**src/hw/rtl/depth_forward_warp_zbuffer_top_macros.svh**
```systemverilog
// Assertion shorthands shared by the warp block's modules.
// Each one is clocked on clk and is switched off while rst_n is low.
`ifndef DEPTH_FORWARD_WARP_ZBUFFER_TOP_MACROS_SVH
`define DEPTH_FORWARD_WARP_ZBUFFER_TOP_MACROS_SVH

// A property that must hold at every clock edge.
`define DFW_ASSERT(lbl, prop, msg) \
  lbl: assert property (@(posedge clk) disable iff (!rst_n) (prop)) else $error(msg);

// A condition that must be followed by another one in the next cycle.
`define DFW_ASSERT_NEXT(lbl, ante, cons, msg) \
  lbl: assert property (@(posedge clk) disable iff (!rst_n) (ante) |=> (cons)) \
    else $error(msg);

`endif

```
**src/hw/rtl/dfw_pkg.sv**
```systemverilog
package dfw_pkg;

  localparam int DATA_W    = 16;
  localparam int COORD_W   = 9;
  localparam int SIZE_W    = 10;
  localparam int COMP_W    = 2;
  localparam int CFG_IDX_W = 3;
  // Frame tag kept with every store entry; tag zero marks an entry as empty.
  localparam int TAG_W     = 8;
  // Disparity times offset, plus the rounding term, plus a guard bit.
  localparam int PROD_W    = 34;
  // Target coordinate after the shift is added.
  localparam int POS_W     = 36;

  typedef enum logic [1:0] {
    ACT_START = 2'd0,
    ACT_WARP  = 2'd1,
    ACT_READ  = 2'd2,
    ACT_NONE  = 2'd3
  } action_t;

  typedef enum logic [CFG_IDX_W-1:0] {
    REG_COL_OFFSET   = 3'd0,
    REG_ROW_OFFSET   = 3'd1,
    REG_DEPTH_OFFSET = 3'd2,
    REG_ROWS_IN_USE  = 3'd3,
    REG_COLS_IN_USE  = 3'd4,
    REG_COMPONENTS   = 3'd5
  } cfg_reg_t;

  typedef struct packed {
    logic signed [DATA_W-1:0] col_offset;
    logic signed [DATA_W-1:0] row_offset;
    logic [DATA_W-1:0]        depth_offset;
    logic [SIZE_W-1:0]        rows_in_use;
    logic [SIZE_W-1:0]        cols_in_use;
    logic [COMP_W-1:0]        components;
  } cfg_t;

  typedef enum logic [2:0] {
    S_SWEEP,
    S_IDLE,
    S_MUL,
    S_ADDR,
    S_RD,
    S_UPD,
    S_RESP
  } state_t;

  typedef struct packed {
    logic load;
    logic epoch_step;
    logic mul;
    logic addr;
    logic use_shift;
    logic rd;
    logic upd;
    logic resp;
    logic sweep;
  } cmd_t;

  typedef struct packed {
    logic epoch_max;
    logic sweep_last;
    logic out_busy;
  } status_t;

endpackage

```
**src/hw/rtl/dfw_ctrl.sv**
```systemverilog
`include "depth_forward_warp_zbuffer_top_macros.svh"

module dfw_ctrl
  import dfw_pkg::*;
(
  input  logic        clk,
  input  logic        rst_n,
  input  logic        in_valid,
  input  logic [1:0]  in_action,
  output logic        in_stall,
  input  status_t     status,
  output cmd_t        cmd
);

  state_t  state_r, state_nxt;
  action_t act_r, act_nxt;

  always_ff @(posedge clk) begin
    if (!rst_n) begin
      state_r <= S_SWEEP;
      act_r   <= ACT_NONE;
    end else begin
      state_r <= state_nxt;
      act_r   <= act_nxt;
    end
  end

  always_comb begin
    cmd       = '0;
    state_nxt = state_r;
    act_nxt   = act_r;
    in_stall  = 1'b1;
    unique case (state_r)
      S_SWEEP: begin
        cmd.sweep = 1'b1;
        if (status.sweep_last) begin
          state_nxt = S_IDLE;
        end
      end
      S_IDLE: begin
        in_stall = 1'b0;
        if (in_valid) begin
          cmd.load = 1'b1;
          act_nxt  = action_t'(in_action);
          unique case (action_t'(in_action))
            ACT_START: begin
              // Running out of frame tags forces a full sweep of the store.
              cmd.epoch_step = 1'b1;
              if (status.epoch_max) begin
                state_nxt = S_SWEEP;
              end
            end
            ACT_WARP: state_nxt = S_MUL;
            ACT_READ: state_nxt = S_ADDR;
            ACT_NONE: state_nxt = S_IDLE;
            default:  state_nxt = S_IDLE;
          endcase
        end
      end
      S_MUL: begin
        cmd.mul   = 1'b1;
        state_nxt = S_ADDR;
      end
      S_ADDR: begin
        cmd.addr      = 1'b1;
        cmd.use_shift = (act_r == ACT_WARP);
        state_nxt     = S_RD;
      end
      S_RD: begin
        cmd.rd    = 1'b1;
        state_nxt = (act_r == ACT_WARP) ? S_UPD : S_RESP;
      end
      S_UPD: begin
        cmd.upd   = 1'b1;
        state_nxt = S_IDLE;
      end
      S_RESP: begin
        if (!status.out_busy) begin
          cmd.resp  = 1'b1;
          state_nxt = S_IDLE;
        end
      end
      default: state_nxt = S_IDLE;
    endcase
  end

  `DFW_ASSERT(a_cmd_onehot, $onehot0({cmd.sweep, cmd.mul, cmd.addr, cmd.rd, cmd.upd, cmd.resp}), "datapath steps overlap")
  `DFW_ASSERT(a_resp_free, !cmd.resp || !status.out_busy, "result written over a waiting word")
  `DFW_ASSERT_NEXT(a_wrap_sweep, cmd.epoch_step && status.epoch_max, state_r == S_SWEEP, "tag wrap without sweep")

endmodule

```
**config.mk**
```make
export PLATFORM = sky130hd
export DESIGN_NAME = dfw_ctrl
export DESIGN_NICKNAME = d
export VERILOG_FILES = /design/src/hw/rtl/dfw_pkg.sv /design/src/hw/rtl/dfw_ctrl.sv
export VERILOG_INCLUDE_DIRS = /design/src /design/src/hw/rtl
export SDC_FILE = /design/constraint.sdc
export NUM_CORES = 1
export LEC_CHECK = 0
export ABC_AREA = 1
export BUFFER_PORTS_ARGS = -buffer_cell sky130_fd_sc_hd__buf_2
export CELL_PAD_IN_SITES_DETAIL_PLACEMENT = 1
export CELL_PAD_IN_SITES_GLOBAL_PLACEMENT = 2
export CORE_UTILIZATION = 23
export DETAILED_ROUTE_END_ITERATION = 10
export HOLD_SLACK_MARGIN = 0.03
export PLACE_DENSITY = 0.76
export SYNTH_ARGS = -nofsm -noshare
export SYNTH_HDL_FRONTEND = slang
export SYNTH_SLANG_ARGS = --single-unit
```
**constraint.sdc**
```tcl
create_clock -name clk -period 1.4 [get_ports clk]
set_input_delay 0.14 -clock clk [delete_from_list [all_inputs] [get_ports clk]]
set_output_delay 0.14 -clock clk [all_outputs]
set_load 0.02 [all_outputs]
```
# [Word-level counts from Yosys, hierarchy flattened]
# Cells that the tools add are included.
[classes] bitwise_logic=0 order_cmp=0 n_eq_ne=14 add_sub_neg=0 n_mul=0 n_div=0 reduce_logical=4 muxes=18 n_shift=0
[op_table] op="3-bit one-hot mux with 6 select lines" count=1
[op_table] op="3-bit 2-to-1 mux" count=4
[op_table] op="3-bit one-hot mux with 4 select lines" count=1
[op_table] op="3-bit == test, second input constant" count=3
[op_table] op="1-bit 2-to-1 mux" count=8
[op_table] op="2-bit 2-to-1 mux" count=4
[op_table] op="3-bit by 2-bit == test with 1-bit output, second input constant" count=2
[op_table] op="2-bit != test, second input constant" count=3
[op_table] op="2-bit by 1-bit == test with 1-bit output, second input constant" count=2
[op_table] op="2-bit == test, second input constant" count=2
[op_table] op="4-bit AND reduction" count=1
[op_table] op="3-bit by 1-bit == test with 1-bit output, second input constant" count=1
[op_table] op="3-bit zero test" count=1
[op_table] op="3-bit != test, second input constant" count=1
[op_table] op="2-bit zero test" count=1
[op_table] op="2-bit AND reduction" count=1
[totals] romBits=0 mem_bits_rw=0 n_memories=0 register_bits=5 latchBits=0

# [Longest topological paths before layout]
[depth] depth_word=4 mapped_depth=9 mapped_depth_nobuf=9

# [Worst setup path before layout]
# OpenSTA, ideal clock, no wires.
[synth_path] path_kind="reg2out" start="register state_r[2]" end="output cmd[1] (netlist name)" arrival_ns=1.191 slack_ns=0.069 stages_incl_launch_ff=3 required_time_ns=1.260 cell_sequence="dfxtp_1 -> inv_4 -> nor4_1"
[synth_rtl] item="start, declared" line_no="dfw_ctrl.sv:15" source="state_t state_r, state_nxt;"
[synth_rtl] item="start signal, assigned" line_no="dfw_ctrl.sv:23" source="state_r <= state_nxt;"
[synth_rtl] item="end, declared" line_no="dfw_ctrl.sv:12" source="output cmd_t cmd"

==> summary.md <==
| Metric | Value |
|---|---|
| Nets | `104` |
| Hold crit path type | `in -> reg` |
| CTS tree | `yes` |
| Status | `complete, no violations` |
| Hold Buf Count CTS | `0` |
| Crit path cell chain | `inv_4 > buf_12 > nor4_1 > buf_2` |
| Gr ovfl total | `0` |
| Gate Count Post-Synth | `66` |
| Pwr Total | `0.717 mW` |
| Critical path's top delay family | `buffers and inverters` |
| Largest area contributor in the netlist | `dfxtp_1` |
| HPWL Detailed | `931 um` |
| Worst hold endpoint | `act_r[0]` |
| Ys async rst share | `0` |
| Die X | `46.4 um` |
| Clk root buf | `clkbuf_4` |
| Core area | `1780 um2` |
| Max_cap viols | `0` |
| DP Cell Count | `108` |
| # clock sinks | `5` |
| Setup violators final | `0` |
| Max VDD drop | `0.486 mV` |
| Count leader, synth | `nor2_1` |
| Startpoint Class | `register` |
| Largest stage delay on the critical path | `370 ps` |
| I/O Pins | `18` |
| WHS | `152 ps` |
| Skew final | `3.80 ps` |
| Largest cells by area after synthesis | `dfxtp_1, ha_1, nor2_1` |
| Reg2Reg Launch Point | `state_r[1]` |
| Hold Path Cell Cnt | `2` |
| Place WS | `179 ps` |
| Post-synthesis net count | `78` |
| Clk pwr share | `0.228` |
| Cell Area, Synth | `453 um2` |
| DIE AREA | `2150 um2` |
| Setup slack, reg-to-reg | `180 ps` |
| Routed wire length | `1.19 mm` |
| Worst Setup End Kind | `output port` |
| Final WS setup | `67.5 ps` |
| DR iter-0 viols | `5` |
| Seq/Total Area, Yosys | `0.221` |
| Final Critical Period | `1330 ps` |
| Crit-path slowest cell | `dfxtp_2` |
| Initial antenna violation count | `0` |
| Reg-to-reg endpoint | `state_r[1]` |
| Hold Vio Cnt, Final | `0` |
| Avg Cell Area, Syn | `6.86 um2` |
| DRT Pass-1 Iters | `4` |
| Clock latency on the worst-skew pair | `240 ps` |
| Layout cells sized above 1 | `0.429` |
| Net Switching | `0.304 mW` |
| Yosys reg bits | `5` |
| Initial Util | `0.254` |
| Leak Pwr | `0.371 nW` |
| Remaining DRCs | `0` |
| Clock Pin Slew Worst Setup and Hold Paths | `40 ps` |
| Combinational power share | `0.500` |
| Number of global-route vias before repair | `455` |
| Placement Cell Area | `569 um2` |
| Diode count | `0` |
| Max H-tree Level | `1` |
| Synth unique cells | `20` |
| Gr usage total | `0.128` |
| Highest Clock Rate | `750 MHz` |
| Via-to-Cell Ratio | `4.27` |
| Placement row count | `15` |
| Int Power | `0.413 mW` |
| Max_slew headroom | `0.794` |
| Switching share of total power | `0.424` |
| Area Overhead vs Synth | `46.1%` |
| PwrDens | `1080 nW/um2` |
| First-pass GRT wire length | `1.90 mm` |
| Post-route cell area | `662 um2` |
| Req. time, crit path | `1260 ps` |
| Final Max Slew Viols | `0` |
| Largest net degree at the start of global routing | `8` |
| Measured slew at the worst slew-check pin | `308 ps` |
| Die Ht | `46.4 um` |
| Fin crit share | `0.952` |
| CTS Buf Count | `3` |
| Critical path arrival | `1190 ps` |
| Type of the worst setup path | `reg -> out` |
| Fin util | `0.371` |
| Area share of the largest cell type after synthesis | `0.221` |
| Number of synthesized flops with an enable pin | `0` |
| Via count | `495` |
| PortBufs | `17` |
| Hold_sp | `rst_n` |
| Crit-path max FO | `5` |
| Commonest cells in the netlist | `nor2_1, nand2_1, inv_1, dfxtp_1, nand3_1` |
| Main synth FF type | `dfxtp_1` |
| GPL Wtd Cong | `0.725` |
| Reg2reg path depth | `9` |
| CP bufs+invs | `3` |
| RSZ-0062 raised after global routing | `true` |
| Routed WL per cell | `10.2 um` |
| Cell Count, Final, Fillers Out | `116` |
| Warnings from Yosys | `0` |
| CTS Buffer Depth | `2` |
| Sum of negative setup slack | `0 ps` |
| Seq pwr share | `0.272` |
| ANT nets after route | `0` |
[final cells by class]
cell class,count,area (um2)
inverters,12,50.0
well taps,25,31.3
clock buffers,4,26.3
repair buffers,21,133
flip-flops and latches,5,104
multi-input cells,49,318
fillers,235,1120
[sequential cells by signal (all words and copies together), names as in the netlist]
name / cells
act_r: 2
state_r: 3
[routing by layer]
metal / GRT usage / vias up / part of all wire
li1: - / 262 / -
met1: 0.167 / 219 / 0.50
met2: 0.194 / 12 / 0.44
met3: 0.0118 / 2 / 0.048
met4: 0.0882 / 0 / 0.0084
met5: 0 / - / 0
[power groups by stage]
stage	clock [mW]	sequential [mW]	combinational [mW]
finish	0.163	0.195	0.358
global route	0.185	0.199	0.400
CTS	0.172	0.190	0.319
detailed placement	0	0.192	0.309
global placement	0	0.192	0.312
floorplan	0	0.187	0.232
[worst register-to-register path, stage by stage (launching register included)]
cell,delay (ps)
dfxtp_2,340
inv_4,90
nand2_2,80
nor2_4,150
buf_4,130
nand2_2,60
nand2_1,60
inv_1,40
a21boi_1,110
nor2_1,50
[kinds of logic (layout without fill, tap and decap cells)]
logic type | after synthesis | after routing | share of synthesized area
buffers and inverters | 12 | 37 | 0.105
AND/OR/NAND/NOR | 41 | 41 | 0.503
adder cells (fa/ha/maj) | 4 | 4 | 0.111
flip-flops | 5 | 5 | 0.221
AO/OA/AOI/OAI | 4 | 4 | 0.0608
[layout by cell type, fill, tap and decap left out, drive strengths merged]
cell,instances
nor3,1
buf,21
clkbuf,4
nor4,2
dfxtp,5
inv,12
o211ai,2
nand3,6
nand4,3
a21boi,1
ha,4
nor2,14
nand3b,1
nand2,14
a21oi,1
[repair_timing]
item,CTS,global route
setup buffers,0,4
pin swaps,0,1
resized for setup,3,6
endpoints found under the setup margin,2,6
[how the worst max path moves through the flow]
stage | from | to | slack [ps] | cells past startpoint
floorplan | state_r[2] | cmd[1] | 70 | 2
global placement | state_r[1] | cmd[8] | 180 | 6
detailed placement | state_r[1] | cmd[8] | 180 | 6
CTS | state_r[0] | cmd[4] | 4 | 3
global route | state_r[1] | cmd[8] | -20 | 6
finish | state_r[1] | cmd[1] | 70 | 4
Note: power is estimated with default switching activity, not from simulation.
